## src/rtl/core/rov_pkg.sv

```systemverilog
// shared types and constants for the rectangle overlay raster
`timescale 1ns / 1ps
`default_nettype none

package rov_pkg;

  // action codes of an input beat
  localparam logic [1:0] ACT_CLEAR = 2'd0;
  localparam logic [1:0] ACT_ADD   = 2'd1;
  localparam logic [1:0] ACT_DRAW  = 2'd2;

  // glyph shown where no rectangle covers the cell
  localparam logic [7:0] BLANK_GLYPH = 8'd32;

  // one stored rectangle, 32 bits
  typedef struct packed {
    logic [6:0] left;
    logic [4:0] top;
    logic [6:0] right;
    logic [4:0] bottom;
    logic [7:0] glyph;
  } rov_rect_t;

  // position flags from the scan counter
  typedef struct packed {
    logic last_col;
    logic last_row;
  } rov_pos_flags_t;

endpackage

`default_nettype wire

```

## src/rtl/core/rov_rect_mem.sv

```systemverilog
// rectangle table: single write port, one registered read port
`timescale 1ns / 1ps
`default_nettype none

module rov_rect_mem
  import rov_pkg::*;
#(
  parameter int DEPTH = 16,
  parameter int IDX_W = 4
) (
  input  wire logic             clk,
  input  wire logic             we,
  input  wire logic [IDX_W-1:0] waddr,
  input  wire rov_rect_t        wdata,
  input  wire logic [IDX_W-1:0] raddr,
  output rov_rect_t             rdata
);

  rov_rect_t mem [DEPTH];
  rov_rect_t rdata_r;

  // write port
  always_ff @(posedge clk) begin
    if (we) begin
      mem[waddr] <= wdata;
    end
  end

  // read port, registered
  always_ff @(posedge clk) begin
    rdata_r <= mem[raddr];
  end

  assign rdata = rdata_r;

endmodule

`default_nettype wire

```

## src/rtl/core/rov_scan_pos.sv

```systemverilog
// raster scan position counter with row and frame end flags
`timescale 1ns / 1ps
`default_nettype none

module rov_scan_pos
  import rov_pkg::*;
#(
  parameter int GRID_COLS = 80,
  parameter int GRID_ROWS = 25,
  parameter int CW        = 7,
  parameter int RW        = 5
) (
  input  wire logic          clk,
  input  wire logic          rst_n,
  input  wire logic          clear,
  input  wire logic          advance,
  output logic [CW-1:0]      col,
  output logic [RW-1:0]      row,
  output rov_pos_flags_t     flags
);

  logic [CW-1:0] col_r, col_nxt;
  logic [RW-1:0] row_r, row_nxt;

  // last cell detection
  assign flags.last_col = (col_r == CW'(GRID_COLS - 1));
  assign flags.last_row = (row_r == RW'(GRID_ROWS - 1));

  // row-major advance, wrap after the last cell
  always_comb begin
    col_nxt = col_r;
    row_nxt = row_r;
    if (clear) begin
      col_nxt = '0;
      row_nxt = '0;
    end else if (advance) begin
      if (flags.last_col) begin
        col_nxt = '0;
        row_nxt = flags.last_row ? '0 : row_r + 1'b1;
      end else begin
        col_nxt = col_r + 1'b1;
      end
    end
  end

  always_ff @(posedge clk) begin
    if (!rst_n) begin
      col_r <= '0;
      row_r <= '0;
    end else begin
      col_r <= col_nxt;
      row_r <= row_nxt;
    end
  end

  assign col = col_r;
  assign row = row_r;

  // position stays inside the grid
  a_col_in_grid: assert property (@(posedge clk) disable iff (!rst_n)
    col_r <= CW'(GRID_COLS - 1))
    else $error("scan column beyond grid");
  a_row_in_grid: assert property (@(posedge clk) disable iff (!rst_n)
    row_r <= RW'(GRID_ROWS - 1))
    else $error("scan row beyond grid");
  a_wrap: assert property (@(posedge clk) disable iff (!rst_n)
    advance && !clear && flags.last_col && flags.last_row |=> col_r == '0 && row_r == '0)
    else $error("scan did not wrap after frame end");

endmodule

`default_nettype wire

```

## src/rtl/core/rectangle_overlay_raster.sv

```systemverilog
// top level: command decode, newest-first table search and result register
`timescale 1ns / 1ps
`default_nettype none

// Character-grid compositor. A beat is taken when start is high and busy is
// low. Add writes the next free table entry and is dropped when the table
// holds MAX_RECTS rectangles. A draw beat with an empty table gives its
// result on the following cycle; otherwise the block reads the rectangle
// memory newest entry first, one entry per cycle, and stops at the first
// rectangle that covers the cell, or after the oldest entry; busy is high
// while it searches. The result appears on the out_ ports for one cycle with
// out_valid high and must be taken then; busy may already be low in that
// cycle, so a new beat can be given at once.

module rectangle_overlay_raster
  import rov_pkg::*;
#(
  parameter int MAX_RECTS = 16,
  parameter int GRID_COLS = 80,
  parameter int GRID_ROWS = 25
) (
  input  wire logic       clk,
  input  wire logic       rst_n,
  input  wire logic       start,
  output logic            busy,
  input  wire logic [1:0] in_action,
  input  wire logic [6:0] in_left,
  input  wire logic [4:0] in_top,
  input  wire logic [6:0] in_right,
  input  wire logic [4:0] in_bottom,
  input  wire logic [7:0] in_fill_glyph,
  output logic            out_valid,
  output logic [7:0]      out_cell_glyph,
  output logic [6:0]      out_cell_column,
  output logic [4:0]      out_cell_row,
  output logic            out_row_end,
  output logic            out_frame_end
);

  localparam int IDX_W = (MAX_RECTS > 1) ? $clog2(MAX_RECTS) : 1;
  localparam int CNT_W = $clog2(MAX_RECTS + 1);
  localparam int CW    = $clog2(GRID_COLS);
  localparam int RW    = $clog2(GRID_ROWS);
  localparam int XW    = (CW > 7) ? CW : 7;
  localparam int YW    = (RW > 5) ? RW : 5;

  localparam logic S_IDLE   = 1'b0;
  localparam logic S_SEARCH = 1'b1;

  logic             state_r, state_nxt;
  logic [CNT_W-1:0] count_r, count_nxt;
  logic [IDX_W-1:0] idx_r, idx_nxt;
  logic [CNT_W-1:0] count_dec;
  logic             accept;

  logic             mem_we;
  rov_rect_t        mem_wdata;
  logic [IDX_W-1:0] mem_raddr;
  rov_rect_t        mem_rdata;

  logic             pos_clear;
  logic             emit;
  logic [7:0]       emit_glyph;
  logic [CW-1:0]    pos_col;
  logic [RW-1:0]    pos_row;
  rov_pos_flags_t   pos_flags;
  logic [XW-1:0]    col_x;
  logic [YW-1:0]    row_x;
  logic             hit;

  logic             out_valid_r;
  logic [7:0]       out_glyph_r;
  logic [6:0]       out_col_r;
  logic [4:0]       out_row_r;
  logic             out_row_end_r;
  logic             out_frame_end_r;

  assign busy      = (state_r == S_SEARCH);
  assign accept    = start && !busy;
  assign count_dec = count_r - 1'b1;

  // rectangle store
  rov_rect_mem #(
    .DEPTH (MAX_RECTS),
    .IDX_W (IDX_W)
  ) u_mem (
    .clk   (clk),
    .we    (mem_we),
    .waddr (count_r[IDX_W-1:0]),
    .wdata (mem_wdata),
    .raddr (mem_raddr),
    .rdata (mem_rdata)
  );

  // scan position
  rov_scan_pos #(
    .GRID_COLS (GRID_COLS),
    .GRID_ROWS (GRID_ROWS),
    .CW        (CW),
    .RW        (RW)
  ) u_scan (
    .clk     (clk),
    .rst_n   (rst_n),
    .clear   (pos_clear),
    .advance (emit),
    .col     (pos_col),
    .row     (pos_row),
    .flags   (pos_flags)
  );

  // new entry from the input beat
  always_comb begin
    mem_wdata.left   = in_left;
    mem_wdata.top    = in_top;
    mem_wdata.right  = in_right;
    mem_wdata.bottom = in_bottom;
    mem_wdata.glyph  = in_fill_glyph;
  end

  // coverage test of the entry read last cycle
  assign col_x = XW'(pos_col);
  assign row_x = YW'(pos_row);
  assign hit = (XW'(mem_rdata.left) <= col_x) && (XW'(mem_rdata.right) >= col_x) &&
               (YW'(mem_rdata.top) <= row_x) && (YW'(mem_rdata.bottom) >= row_x);

  // read address: newest entry on a draw, then one step older each cycle
  assign mem_raddr = (state_r == S_IDLE) ? count_dec[IDX_W-1:0] : idx_r - 1'b1;

  // command decode and search sequencer
  always_comb begin
    state_nxt  = state_r;
    count_nxt  = count_r;
    idx_nxt    = idx_r;
    mem_we     = 1'b0;
    pos_clear  = 1'b0;
    emit       = 1'b0;
    emit_glyph = BLANK_GLYPH;
    unique case (state_r)
      S_IDLE: begin
        if (accept) begin
          unique case (in_action)
            ACT_CLEAR: begin
              count_nxt = '0;
              pos_clear = 1'b1;
            end
            ACT_ADD: begin
              if (count_r < CNT_W'(MAX_RECTS)) begin
                mem_we    = 1'b1;
                count_nxt = count_r + 1'b1;
              end
            end
            ACT_DRAW: begin
              if (count_r == '0) begin
                emit = 1'b1;
              end else begin
                idx_nxt   = count_dec[IDX_W-1:0];
                state_nxt = S_SEARCH;
              end
            end
            default: begin
            end
          endcase
        end
      end
      S_SEARCH: begin
        if (hit) begin
          emit       = 1'b1;
          emit_glyph = mem_rdata.glyph;
          state_nxt  = S_IDLE;
        end else if (idx_r == '0) begin
          emit      = 1'b1;
          state_nxt = S_IDLE;
        end else begin
          idx_nxt = idx_r - 1'b1;
        end
      end
      default: begin
        state_nxt = S_IDLE;
      end
    endcase
  end

  // control state
  always_ff @(posedge clk) begin
    if (!rst_n) begin
      state_r     <= S_IDLE;
      count_r     <= '0;
      out_valid_r <= 1'b0;
    end else begin
      state_r     <= state_nxt;
      count_r     <= count_nxt;
      out_valid_r <= emit;
    end
  end

  // search index and result payload
  always_ff @(posedge clk) begin
    idx_r <= idx_nxt;
    if (emit) begin
      out_glyph_r     <= emit_glyph;
      out_col_r       <= col_x[6:0];
      out_row_r       <= row_x[4:0];
      out_row_end_r   <= pos_flags.last_col;
      out_frame_end_r <= pos_flags.last_col && pos_flags.last_row;
    end
  end

  assign out_valid       = out_valid_r;
  assign out_cell_glyph  = out_glyph_r;
  assign out_cell_column = out_col_r;
  assign out_cell_row    = out_row_r;
  assign out_row_end     = out_row_end_r;
  assign out_frame_end   = out_frame_end_r;

  // table fill never passes capacity
  a_count_cap: assert property (@(posedge clk) disable iff (!rst_n)
    count_r <= CNT_W'(MAX_RECTS))
    else $error("rectangle count beyond capacity");
  // a search only runs over a non-empty table
  a_search_nonempty: assert property (@(posedge clk) disable iff (!rst_n)
    busy |-> count_r != '0)
    else $error("search with empty table");
  // draw on a non-empty table starts a search
  a_draw_search: assert property (@(posedge clk) disable iff (!rst_n)
    accept && in_action == ACT_DRAW && count_r != '0 |=> busy)
    else $error("draw did not start search");
  // frame end only with row end
  a_frame_row: assert property (@(posedge clk) disable iff (!rst_n)
    out_valid && out_frame_end |-> out_row_end)
    else $error("frame end without row end");

endmodule

`default_nettype wire

```

## config.mk

```make
export PLATFORM = sky130hd
export DESIGN_NAME = rectangle_overlay_raster
export DESIGN_NICKNAME = d
export VERILOG_FILES = /design/src/rtl/core/rov_pkg.sv /design/src/rtl/core/rov_rect_mem.sv /design/src/rtl/core/rov_scan_pos.sv /design/src/rtl/core/rectangle_overlay_raster.sv
export SDC_FILE = /design/constraint.sdc
export NUM_CORES = 1
export LEC_CHECK = 0
export BUFFER_PORTS_ARGS = -buffer_cell sky130_fd_sc_hd__buf_2
export CAP_MARGIN = 30
export CORE_MARGIN = 2
export CORE_UTILIZATION = 30
export CTS_CLUSTER_SIZE = 10
export DETAILED_ROUTE_END_ITERATION = 8
export GPL_ROUTABILITY_DRIVEN = 0
export PLACE_DENSITY = 0.48
export SYNTH_ARGS = -nofsm -noshare
export SYNTH_HDL_FRONTEND = slang
export SYNTH_HIERARCHICAL = 1
export SYNTH_SLANG_ARGS = --single-unit
```

## constraint.sdc

```tcl
create_clock -name clk -period 4.15 [get_ports clk]
set_clock_uncertainty 0.05 [all_clocks]
set_input_delay 0.2075 -clock clk [delete_from_list [all_inputs] [get_ports clk]]
set_output_delay 0.2075 -clock clk [all_outputs]
set_load 0.1 [all_outputs]
```

# Word-level counts from Yosys, hierarchy flattened
# Memory sizes are Yosys's and may differ from the RTL's. A register that Yosys moved wholly into a read port is not among the register bits.
# Index checks and enable logic that the tools add are counted.
[op_classes] n_addsub=5 n_lt_le_gt_ge=5 n_eq_ne=10 muxes=32 n_bitwise=2 reduce_logical=15
[ops] operator="4-bit 2-to-1 mux" count=6
[ops] operator="1-bit 2-to-1 mux" count=19
[ops] operator="5-bit by 1-bit adder with 5-bit output, second input constant" count=2
[ops] operator="5-bit 2-to-1 mux" count=2
[ops] operator="2-bit inequality test, second input constant" count=5
[ops] operator="5-bit case mux with 2 select lines" count=1
[ops] operator="4-bit case mux with 2 select lines" count=1
[ops] operator="4-bit by 1-bit subtractor with 4-bit output, second input constant" count=2
[ops] operator="7-bit by 1-bit adder with 7-bit output, second input constant" count=1
[ops] operator="7-bit == test, second input constant" count=1
[ops] operator="7-bit greater-or-equal comparator" count=1
[ops] operator="7-bit <= comparator" count=1
[ops] operator="7-bit 2-to-1 mux" count=1
[ops] operator="5-bit == test, second input constant" count=1
[ops] operator="5-bit greater-or-equal comparator" count=1
[ops] operator="5-bit <= comparator" count=1
[ops] operator="1-bit logical AND" count=5
[ops] operator="5-bit logical NOT" count=1
[ops] operator="5-bit < comparator, second input constant" count=1
[ops] operator="5-bit AND reduction" count=1
[ops] operator="4-bit logical NOT" count=1
[ops] operator="1-bit case mux with 2 select lines" count=2
[ops] operator="2-bit AND reduction" count=2
[ops] operator="4-bit AND reduction" count=1
[ops] operator="other kinds (8)" count=9
[totals] reg_bits=45 ram_bits=512 word_cells=81 n_memories=1
[memory_table] name="u_mem.mem" depth=16 word_bits=32 rd=1 rd_ports_with_merged_regs=1 write_ports=1 line_no="rov_rect_mem.sv:19" text="rov_rect_t mem [DEPTH];"

# Logic depth before layout (Yosys ltp)
# Gate-level depths: netlist (run 1).
[depth] depth_word=7 ltp_mapped=10 depth_no_buf=10

# By module
# The synthesis (run 1) kept the hierarchy.
[modules_own_cells] module="rov_rect_mem" n_inst=1 cells_per_inst=838 area_each_um2=19835.3
[modules_own_cells] module="rectangle_overlay_raster" n_inst=1 cells_per_inst=166 area_each_um2=1878.1
[modules_own_cells] module="rov_scan_pos" n_inst=1 cells_per_inst=77 area_each_um2=659.4

# Least setup slack after synthesis (run 1)
# Ideal clock, no wire load.
[synth_timing] kind="reg2reg" from="register state_r (netlist: busy)" to="memory u_mem/mem[0][0] (netlist bit) (enable)" setup_time_ns=0.461 arrival_time_ns=4.366 required_time_ns=3.639 setup_slack_ns=-0.727 path_stages_with_launch=6 path_buffers=1 path_cell_list="dfxtp_1 > buf_6 > or3b_4 > nor3b_2 > or3b_2 > nor3_1"
[synth_between] elab_chain_cells=6
[synth_rtl] item="start, declared" line_no="rectangle_overlay_raster.sv:50" text="logic state_r, state_nxt;"
[synth_rtl] item="start signal, assigned" line_no="rectangle_overlay_raster.sv:190" text="state_r <= state_nxt;"
[synth_rtl] item="1-bit logical NOT" line_no="rectangle_overlay_raster.sv:79" text="assign accept = start && !busy;"
[synth_rtl] item="1-bit logical AND" line_no="rectangle_overlay_raster.sv:79"
[synth_rtl] item="1-bit 2-to-1 mux" line_no="rectangle_overlay_raster.sv:140" text="if (accept) begin"
[synth_rtl] item="1-bit 2-to-1 mux *" line_no="rectangle_overlay_raster.sv:138" text="unique case (state_r)"
[synth_rtl] item="named net mem_we" line_no="rectangle_overlay_raster.sv:56" text="logic mem_we;"
[synth_rtl] item="1-bit 2-to-1 mux *" line_no="rov_rect_mem.sv:24" text="if (we) begin"
[synth_rtl] item="1-bit 2-to-1 mux (not written as such) *" line_no="rov_rect_mem.sv:25" text="mem[waddr] <= wdata;"
[synth_rtl] item="end, declared" line_no="rov_rect_mem.sv:19"
# Mark *: on every way through the listed nets, which the timed path passes. The rest lies on a longest branch.

# Worst setup path after layout (run 1)
[layout_timing] from="register state_r (netlist: busy)" to="memory u_mem/mem[6][4] (netlist bit) (enable)"
# Same word-level chain as after synthesis.

==> results.cfg, run 1 <==
[synthesis]
yosysWarnings = 6
synth_cell_types = 53
syn_avg_cell_area_um2 = 20.70
synth_area_mm2 = 0.02237
ys_seq_area_frac = 0.7677
synth_edf_count = 538
syn-num-nets = 1148
syn_inst = 1081
ys.flop_type = edfxtp_1
ys_ff_latch = 589
async_flop_share = 0

[placement]
hpwl_um = 31970
dp_slack_ns = 0.9236
port_buffers = 60
place_inst = 2108

[global_routing]
grt_antenna_before_repair = 3
grt_max_degree = 97
grt_pass1_wl_um = 77890
grt_pass1_vias = 11642
grt.total_usage = 0.1375
gr-total-overflow = 0

[setup_path]
ff2ff_path_depth = 5
critPathCaptureType = flop
cp.required_ns = 4.39
start_kind = flop
worstPathMaxFanout = 19
r2r_end = u_mem/mem[6][4]$_DFFE_PP_
crit_arrival_ns = 3.49
reg2reg_slack_ns = 0.90
critPathKind = reg -> reg
r2r_start = busy$_SDFF_PN0_

[timing]
fin_setup_tns_ns = 0
worst_slew_pin_slew_ns = 0.8643
hold_violations = 0
fin_ws_ns = 0.8986
setup_viol = 0
fin_crit_sh = 0.7835
rsz0062_at_grt = false
holdWs_ns = 0.05596
timing.final.crit_period_ns = 3.251
slew_headroom = 0.4238
maxSlewViolCount = 0
max_freq_mhz = 307.6

[floorplanning]
io_pins = 61
start_util = 0.3015
rows = 100
die_w_um = 277.1
fp.dieH_um = 277.1
core_area_mm2 = 0.07420
dieArea_mm2 = 0.07678

[detailed_routing]
drc_errors = 0
routed_via_density = 4.802
routed_wl_um = 51830
dr.pass1.iters = 6
antenna_left = 0
drt-initial-drc-count = 972
vias = 10901
wl_per_cell_um = 22.83

[pwr]
fin_total_pwr_mw = 12.83
ir_worst_vdd_mv = 0.2582
p_per_area_mw_per_mm2 = 481.3
p_leak_nw = 8.736

[cts]
path_clk_slew_ns = 0.06
root_buffer = clkbuf_16
htree_levels = 3
cts_tree = built
numCtsBuffers = 70
clk_latency_ns = 0.61
clock_path_buffers = 3
clkSinkCount = 589

[cells_and_area]
nFillCells = 6854
multi_input_area_mm2 = 0.005052
final_common_cell = edfxtp_1
area_growth_pct = 19.15
fin_cells = 2270
layout-drive-gt1-share = 0.2667
layout_common_cells = edfxtp_1 (538), mux4_2 (128), clkbuf_16 (70), a22oi_1 (64), buf_2 (60)
register_area_mm2 = 0.01718
fin_nets = 1314
diodes = 0

[worst_hold_path]
hold_start = in_action[0]
hold_class = in -> reg
holdPathEnd = count_r[0]$_SDFFE_PN0P_
hold_depth = 3

[job]
max_cap_viol_count = 0

[run_status]
status = complete, no violations
-- state kept, by name, summed over array words and instances, names as in the netlist --
register,flops
u_mem/mem,512
u_mem/rdata,32
out_cell_glyph,8
out_cell_column,7
u_scan/col,7
count_r,5
out_cell_row,5
u_scan/row,5
idx_r,4
busy,1
out_frame_end,1
out_row_end,1
out_valid,1
-- report_power, final --
part	switching [mW]	internal, mW	leakage, nW	total (mW)
logic	0.441	0.276	2.48	0.717
clock network	2.30	3.21	0.985	5.50
registers	0.0646	6.54	5.27	6.61
-- metrics by stage --
stage               utilization  area (um^2)
floorplan                     -        22390
global placement         0.3267        24240
detailed placement       0.3267        24240
CTS                      0.3593        26660
global route             0.3593        26660
finish                   0.3593        26660
-- synth_stat cells (2+ instances only) --
| master | number | area (um^2) |
|---|---|---|
| o2bb2ai_1 | 2 | 17.52 |
| xor2_1 | 5 | 43.79 |
| clkbuf_1 | 19 | 71.32 |
| nand2_1 | 46 | 172.7 |
| ha_1 | 30 | 375.4 |
| a211oi_1 | 3 | 22.52 |
| nand2b_1 | 8 | 50.05 |
| nand3b_1 | 3 | 22.52 |
| and3_1 | 7 | 43.79 |
| nor3_1 | 7 | 35.03 |
| mux4_2 | 128 | 2883 |
| nor2b_1 | 6 | 37.54 |
| o22ai_1 | 2 | 12.51 |
| nand4_1 | 5 | 31.28 |
| and2_1 | 2 | 12.51 |
| mux2i_1 | 5 | 50.05 |
| and4_1 | 3 | 26.28 |
| nor3b_1 | 3 | 22.52 |
| a22oi_1 | 64 | 480.5 |
| buf_2 | 8 | 40.04 |
| edfxtp_1 | 538 | 16160 |
| nand4_2 | 2 | 25.02 |
| o21ai_0 | 12 | 60.06 |
| nand4b_1 | 2 | 17.52 |
| nor2_1 | 25 | 93.84 |
| buf_4 | 9 | 67.56 |
| nand3_1 | 10 | 50.05 |
| buf_1 | 10 | 37.54 |
| or3_1 | 4 | 25.02 |
| dfxtp_1 | 51 | 1021 |
| a21oi_1 | 17 | 85.08 |
| inv_1 | 23 | 86.33 |
| a21o_1 | 2 | 15.01 |
-- how the worst max path moves through the flow --
| stage | slack (ns) | cells past startpoint | to | from |
|---|---|---|---|---|
| 2_1_floorplan | 0.14 | 5 | u_mem/mem[1][0]$_DFFE_PP_ | busy$_SDFF_PN0_ |
| 3_5_place_dp | 0.92 | 5 | u_mem/rdata[15]$_DFF_P_ | busy$_SDFF_PN0_ |
| 4_1_cts | 0.87 | 5 | u_mem/mem[6][3]$_DFFE_PP_ | busy$_SDFF_PN0_ |
| 3_3_place_gp | 0.95 | 5 | u_mem/rdata[15]$_DFF_P_ | busy$_SDFF_PN0_ |
| 5_1_grt | 0.74 | 5 | u_mem/rdata[15]$_DFF_P_ | busy$_SDFF_PN0_ |
| 6_report | 0.90 | 5 | u_mem/mem[6][4]$_DFFE_PP_ | busy$_SDFF_PN0_ |
-- final cells by class --
| class | count | share of cell area |
|---|---|---|
| clock buffers | 115 | 0.07280 |
| clock inverters | 11 | 0.004412 |
| well taps | 969 | 0.04548 |
| inverters | 23 | 0.003333 |
| flip-flops and latches | 589 | 0.6444 |
| repair buffers | 142 | 0.04008 |
| multi-input cells | 421 | 0.1895 |
-- critical path, cell delays in order (launching register included) --
cell and delay [ns]:
dfxtp_1 0.51, or3b_4 0.53, nor3b_2 0.38, nand3b_1 0.41, nor2_4 0.73, buf_4 0.31
-- what timing repair did --
item                      in CTS  in global routing
hold endpoints to repair     519                  0
buffers inserted               0                  0
hold buffers                  36                  0
resized for setup              0                  0
-- metal layers --
| layer | GRT usage | share of wire |
|---|---|---|
| met3 | 0.02674 | 0.043 |
| met2 | 0.2186 | 0.47 |
| met1 | 0.1906 | 0.47 |
| met4 | 0.04292 | 0.019 |
| met5 | 0 | 0.00025 |
-- kinds of logic after synthesis --
group,synth area share
multiplexers,0.1311
adder cells (fa/ha/maj),0.01678
buffers and inverters,0.01426
AND/OR/NAND/NOR,0.03283
flip-flops,0.7677
AO/OA/AOI/OAI,0.03495
XOR/XNOR,0.002349
(Power assumes the default switching activity.)
==> inputs of run 2 (changes only) <==
--- a/config.mk
+++ b/config.mk
@@ -12,7 +12,7 @@
 export CTS_CLUSTER_SIZE = 10
 export DETAILED_ROUTE_END_ITERATION = 8
 export GPL_ROUTABILITY_DRIVEN = 0
-export PLACE_DENSITY = 0.48
+export PLACE_DENSITY = 0.46
 export SYNTH_ARGS = -nofsm -noshare
 export SYNTH_HDL_FRONTEND = slang
 export SYNTH_HIERARCHICAL = 1
==> constraint.sdc (replaced) <==
create_clock -name clk -period 3.08 [get_ports clk]
set_clock_uncertainty 0.05 [all_clocks]
set_input_delay 0.154 -clock clk [delete_from_list [all_inputs] [get_ports clk]]
set_output_delay 0.154 -clock clk [all_outputs]
set_load 0.1 [all_outputs]
==> run 2 against run 1 <==
Effect of this change:
- worst hold slack gained 0.060 ns
- sequential cell count is the same
- sequential share of layout area shrank 0.71 points
- power grew 35%
- sequential power grew 34%
- via count grew 1.1%
==> results.cfg, run 2 (synthesized netlist as in run 1, its figures left out) <==
[run_status]
status = complete, no violations

[cells_and_area]
final_common_cell = edfxtp_1
final_util = 0.3634
largest_register_ffs = 512
diodes = 0
top_register = u_mem/mem
nFillCells = 6804
area_growth_pct = 20.51
fin_nets = 1319
design_area_mm2 = 0.02696
layout_common_cells = edfxtp_1 (538), mux4_2 (128), clkbuf_16 (73), a22oi_1 (64), buf_2 (60)
layout-drive-gt1-share = 0.2693

[global_routing]
grt_antenna_before_repair = 3
grt_pass1_vias = 11655
grt_pass1_wl_um = 79280
grt_max_degree = 43
gr-total-overflow = 0
grt.total_usage = 0.1419

[floorplanning]
rows = 100
core_area_mm2 = 0.07420
dieArea_mm2 = 0.07678
start_util = 0.3015
die_w_um = 277.1
io_pins = 61
fp.dieH_um = 277.1

[setup_path]
crit_arrival_ns = 3.27
cp.required_ns = 3.54
ff2ff_path_depth = 10
reg2reg_slack_ns = 0.27
critPathCaptureType = flop
critPathKind = reg -> reg
start_kind = flop
worstPathMaxFanout = 9

[placement]
port_buffers = 60
hpwl_um = 28790
dpl_cell_area_mm2 = 0.02453

[cts]
numCtsBuffers = 70
cts_resized = 0
path_clk_slew_ns = 0.06
cts_tree = built
root_buffer = clkbuf_16
clk_latency_ns = 0.59
clock_path_buffers = 3
clkSinkCount = 589
htree_levels = 3

[timing]
fin_setup_tns_ns = 0
rsz0062_at_grt = false
timing.final.crit_period_ns = 2.808
maxSlewViolCount = 0
fin_crit_sh = 0.9116
max_freq_mhz = 356.2
holdWs_ns = 0.1164
setup_viol = 0
worst_slew_pin_slew_ns = 0.6720
hold_violations = 0
slew_headroom = 0.5488

[detailed_routing]
wl_per_cell_um = 23.65
antenna_left = 0
routed_via_density = 4.864
drt-initial-drc-count = 851
routed_wl_um = 53570
dr.pass1.iters = 5
vias = 11016
drc_errors = 0

[pwr]
ir_worst_vdd_mv = 0.3749
switching_share = 0.2127
p_per_area_mw_per_mm2 = 640.5
switchingPower_mw = 3.673
p_comb_frac = 0.058
p_leak_nw = 8.820
seqPwrFrac = 0.515
fin_total_pwr_mw = 17.27
power_frac_clock = 0.427
p_int_mw = 13.60

[worst_hold_path]
hold_depth = 5
hold_class = in -> reg

[job]
max_cap_viol_count = 0
run 2: metal layers:
| metal | global-route usage | wire length (um) | part of all wire | vias up |
|---|---|---|---|---|
| li1 | - | - | - | 4821 |
| met1 | 0.1937 | 24630 | 0.46 | 5881 |
| met2 | 0.2241 | 25290 | 0.47 | 230 |
| met3 | 0.02911 | 2259 | 0.042 | 82 |
| met4 | 0.05268 | 1365 | 0.025 | 2 |
| met5 | 0 | 13 | 0.00024 | - |
run 2: final cells by class:
cell class	instances	area, um^2	area share
well taps	969	1212	0.04497
clock inverters	7	52.55	0.001949
flip-flops and latches	589	17180	0.6372
repair buffers	147	1386	0.05142
multi-input cells	421	5069	0.1880
clock buffers	109	1972	0.07314
inverters	23	88.84	0.003295
run 2: repair_timing:
item,CTS,global route
setup endpoints to repair,0,1
buffers inserted,0,3
endpoints found under the hold margin,523,0
hold buffers,38,0
run 2: power groups by stage:
stage               sequential [mW]  combinational (mW)  clock [mW]
finish                         8.89                1.01        7.37
global route                   8.89                1.11        7.94
CTS                            8.89                1.02        7.62
detailed placement             9.05               0.983           0
global placement               9.05               0.974           0
floorplan                      9.07               0.530           0
run 2: worst paths after layout:
check / from / to
max reg2reg: u_scan/row[2]$_SDFFE_PP0P_ / u_scan/col[5]$_SDFFE_PP0P_
max: u_scan/row[2]$_SDFFE_PP0P_ / u_scan/col[5]$_SDFFE_PP0P_
min reg2reg: u_mem/rdata[3]$_DFF_P_ / out_cell_glyph[3]$_SDFFCE_PN0P_
min: start / count_r[4]$_SDFFE_PN0P_
run 2: worst max-delay path, cell delays in order (launching register included):
cell and delay, ns:
dfxtp_1 0.44, inv_1 0.11, ha_1 0.29, o21ai_0 0.15, a21oi_1 0.06, o31ai_1 0.32, nand4_1 0.23, o21ai_4 0.32
nand4_2 0.16, or3_1 0.39, a211oi_2 0.21
run 2: stage by stage:
| step | setup WS (ns) | instances |
|---|---|---|
| after global placement | 0.2450 | 2108 |
| after floorplan | 0.005366 | 1081 |
| after CTS | 0.2626 | 2262 |
| after global routing | 0.009083 | 2265 |
| after detailed placement | 0.2683 | 2108 |
| final | 0.2723 | 2265 |
==> inputs of run 3 (changes only) <==
--- a/config.mk
+++ b/config.mk
@@ -6,14 +6,12 @@
 export NUM_CORES = 1
 export LEC_CHECK = 0
 export BUFFER_PORTS_ARGS = -buffer_cell sky130_fd_sc_hd__buf_2
-export CAP_MARGIN = 30
 export CORE_MARGIN = 2
-export CORE_UTILIZATION = 30
+export CORE_UTILIZATION = 40
 export CTS_CLUSTER_SIZE = 10
 export DETAILED_ROUTE_END_ITERATION = 8
 export GPL_ROUTABILITY_DRIVEN = 0
-export PLACE_DENSITY = 0.46
+export PLACE_DENSITY = 0.57
 export SYNTH_ARGS = -nofsm -noshare
 export SYNTH_HDL_FRONTEND = slang
-export SYNTH_HIERARCHICAL = 1
 export SYNTH_SLANG_ARGS = --single-unit
==> run 3 against run 2 <==
Effect of this change:
- critical endpoint is now u_mem.rdata[22]$_DFF_P_
- sequential cell count did not move
- sequential share of layout area barely moved
- die area is 24% lower
- highest routed layer unchanged
- sequential power shrank 0.7%
- non-clock buffer count fell by 2
- final cell count is 5.3% lower
- clock-buffer cell count increased by 10
- global-route usage up 3.5 points
- first-iteration DRC count increased by 19%
- setup slack worse by 0.024 ns
==> results.cfg, run 3 <==
[cts]
hold_buffers = 36
clock_path_buffers = 3
path_clk_slew_ns = 0.06
htree_levels = 3
clk_latency_ns = 0.59
cts_tree = built
postCtsSetupRepairBufs = 0
clkSinkCount = 589
root_buffer = clkbuf_16
numCtsBuffers = 69
cts_resized = 0

[pwr]
switching_share = 0.2054
p_per_area_mw_per_mm2 = 628.6
p_comb_frac = 0.041
p_leak_nw = 9.072
p_int_mw = 13.47
switchingPower_mw = 3.482
ir_worst_vdd_mv = 0.3822
power_frac_clock = 0.438
seqPwrFrac = 0.521
fin_total_pwr_mw = 16.95

[setup_path]
crit_arrival_ns = 3.21
cp.required_ns = 3.46
ff2ff_path_depth = 7
critPathKind = reg -> reg
crit_buf_inv = 3
crit_slowest_cell = buf_12
path_delay_family = buffers and inverters
worstPathMaxFanout = 98
path_cells = mux2i_4 > buf_12 > nand3_1 > xnor2_2 > inv_2 > buf_4 > a31oi_1
critPathMaxStageDelay_ns = 0.52
critPathCaptureType = flop
start_kind = flop
cp_num_cells = 7

[timing]
maxSlewViolCount = 0
rsz0062_at_grt = false
fin_ws_ns = 0.2483
slew_headroom = 0.5580
fin_crit_sh = 0.9194
setup_viol = 0
max_freq_mhz = 353.2
timing.final.crit_period_ns = 2.832
worst_slew_pin_slew_ns = 0.6622
holdWs_ns = 0.2648
hold_violations = 0

[global_routing]
gr-total-overflow = 0
grt_antenna_before_repair = 1
grt_pass1_wl_um = 76580
grt.total_usage = 0.1765
grt_max_degree = 99
grt_pass1_vias = 11963

[cells_and_area]
layout_common_cells = edfxtp_1 (538), nand2_1 (144), mux4_2 (128), clkbuf_16 (72), buf_2 (60)
largest_register_ffs = 512
nFillCells = 4723
area_growth_pct = 18.97
fin_cells = 2146
diodes = 0
final_util = 0.4800
final_common_cell = edfxtp_1
fin_nets = 1406
layout-drive-gt1-share = 0.2576
top_register = u_mem.mem

[run_status]
status = complete, no violations

[floorplanning]
io_pins = 61
die_w_um = 242.0
start_util = 0.4035
dieArea_mm2 = 0.05857
rows = 87
core_area_mm2 = 0.05617
fp.dieH_um = 242.0

[synthesis]
ys_ff_latch = 589
ys.flop_type = edfxtp_1
synth_area_mm2 = 0.02266
synthTopCellsByCount = edfxtp_1 (538), nand2_1 (144), mux4_2 (128)
syn_inst = 1177
yosys.area.top_type = edfxtp_1
synth_top_area_share = 0.7129
syn-num-nets = 1246
ys_seq_area_frac = 0.7580
ys_top_cells_by_area = edfxtp_1 (71%), mux4_2 (13%), dfxtp_1 (4.5%)
synth_cell_types = 57
async_flop_share = 0
synth.most_common_cell = edfxtp_1
yosysWarnings = 0
syn_avg_cell_area_um2 = 19.25
synth_edf_count = 538

[worst_hold_path]
hold_class = in -> reg
hold_depth = 4

[job]
max_cap_viol_count = 0

[placement]
hpwl_um = 28180
dp_slack_ns = 0.1490
place_inst = 1986
port_buffers = 60

[detailed_routing]
wl_per_cell_um = 23.75
drt-initial-drc-count = 1010
drc_errors = 0
dr.pass1.iters = 7
antenna_left = 0
vias = 11395
routed_via_density = 5.310
routed_wl_um = 50970
-- run 3: logic make-up (layout without fill, tap and decap cells) --
| family | Yosys count | after routing | share of synthesized area |
|---|---|---|---|
| xor+xnor | 4 | 4 | 0.001546 |
| mux | 135 | 135 | 0.1304 |
| simple gates | 255 | 255 | 0.05256 |
| flops | 589 | 589 | 0.7580 |
| fa+ha+maj | 32 | 32 | 0.01767 |
| buf+inv | 79 | 292 | 0.01546 |
| compound gates | 83 | 83 | 0.02446 |
-- run 3: power groups by stage --
stage                     Combinational, mW  Sequential, mW  Clock [mW]
after floorplan                       0.358            9.01           0
after global placement                0.650            8.99           0
after detailed placement              0.662            8.99           0
after CTS                             0.700            8.83        7.62
after global routing                  0.754            8.83        7.94
final                                 0.688            8.83        7.43
-- run 3: area by class of cell --
| type | instances | area (um^2) | area share |
|---|---|---|---|
| timing repair buffer | 145 | 1366 | 0.05068 |
| inverter | 23 | 96.34 | 0.003574 |
| clock buffer | 119 | 2008 | 0.07449 |
| tap | 756 | 945.9 | 0.03509 |
| clock inverter | 5 | 46.29 | 0.001717 |
| sequential | 589 | 17180 | 0.6373 |
| multi-input combinational | 509 | 5316 | 0.1972 |
-- run 3: path summary, 6_finish.rpt --
path	startpoint	end	slack [ns]
hold / removal	start	u_mem.mem[15][1]$_DFFE_PP_	0.26
setup / recovery	busy$_SDFF_PN0_	u_mem.rdata[22]$_DFF_P_	0.25
hold reg to reg	u_scan.col[2]$_SDFFE_PP0P_	out_cell_column[2]$_DFFE_PP_	0.44
setup reg to reg	busy$_SDFF_PN0_	u_mem.rdata[22]$_DFF_P_	0.25
-- run 3: worst reg2reg max path: cells and delay by family, from the launching register on --
kind	cells	cell delay [ns]
buffers and inverters	3	0.83
multiplexers	1	0.31
XOR/XNOR	1	0.33
AND/OR/NAND/NOR	1	0.24
AO/OA/AOI/OAI	1	0.46
flip-flops	1	0.46
-- run 3: stage by stage --
stage          cell area [um^2]  setup TNS (ns)
2_1_floorplan             22760         -130.23
3_3_place_gp              24540               0
3_5_place_dp              24540               0
4_1_cts                   26960               0
5_1_grt                   26960               0
6_report                  26960               0
-- run 3: per-layer routing --
metal | GRT usage | vias up | wire, um
li1 | - | 5049 | -
met1 | 0.2462 | 5999 | 23000
met2 | 0.2881 | 276 | 24570
met3 | 0.02869 | 69 | 2432
met4 | 0.05065 | 2 | 957
met5 | 0 | - | 11
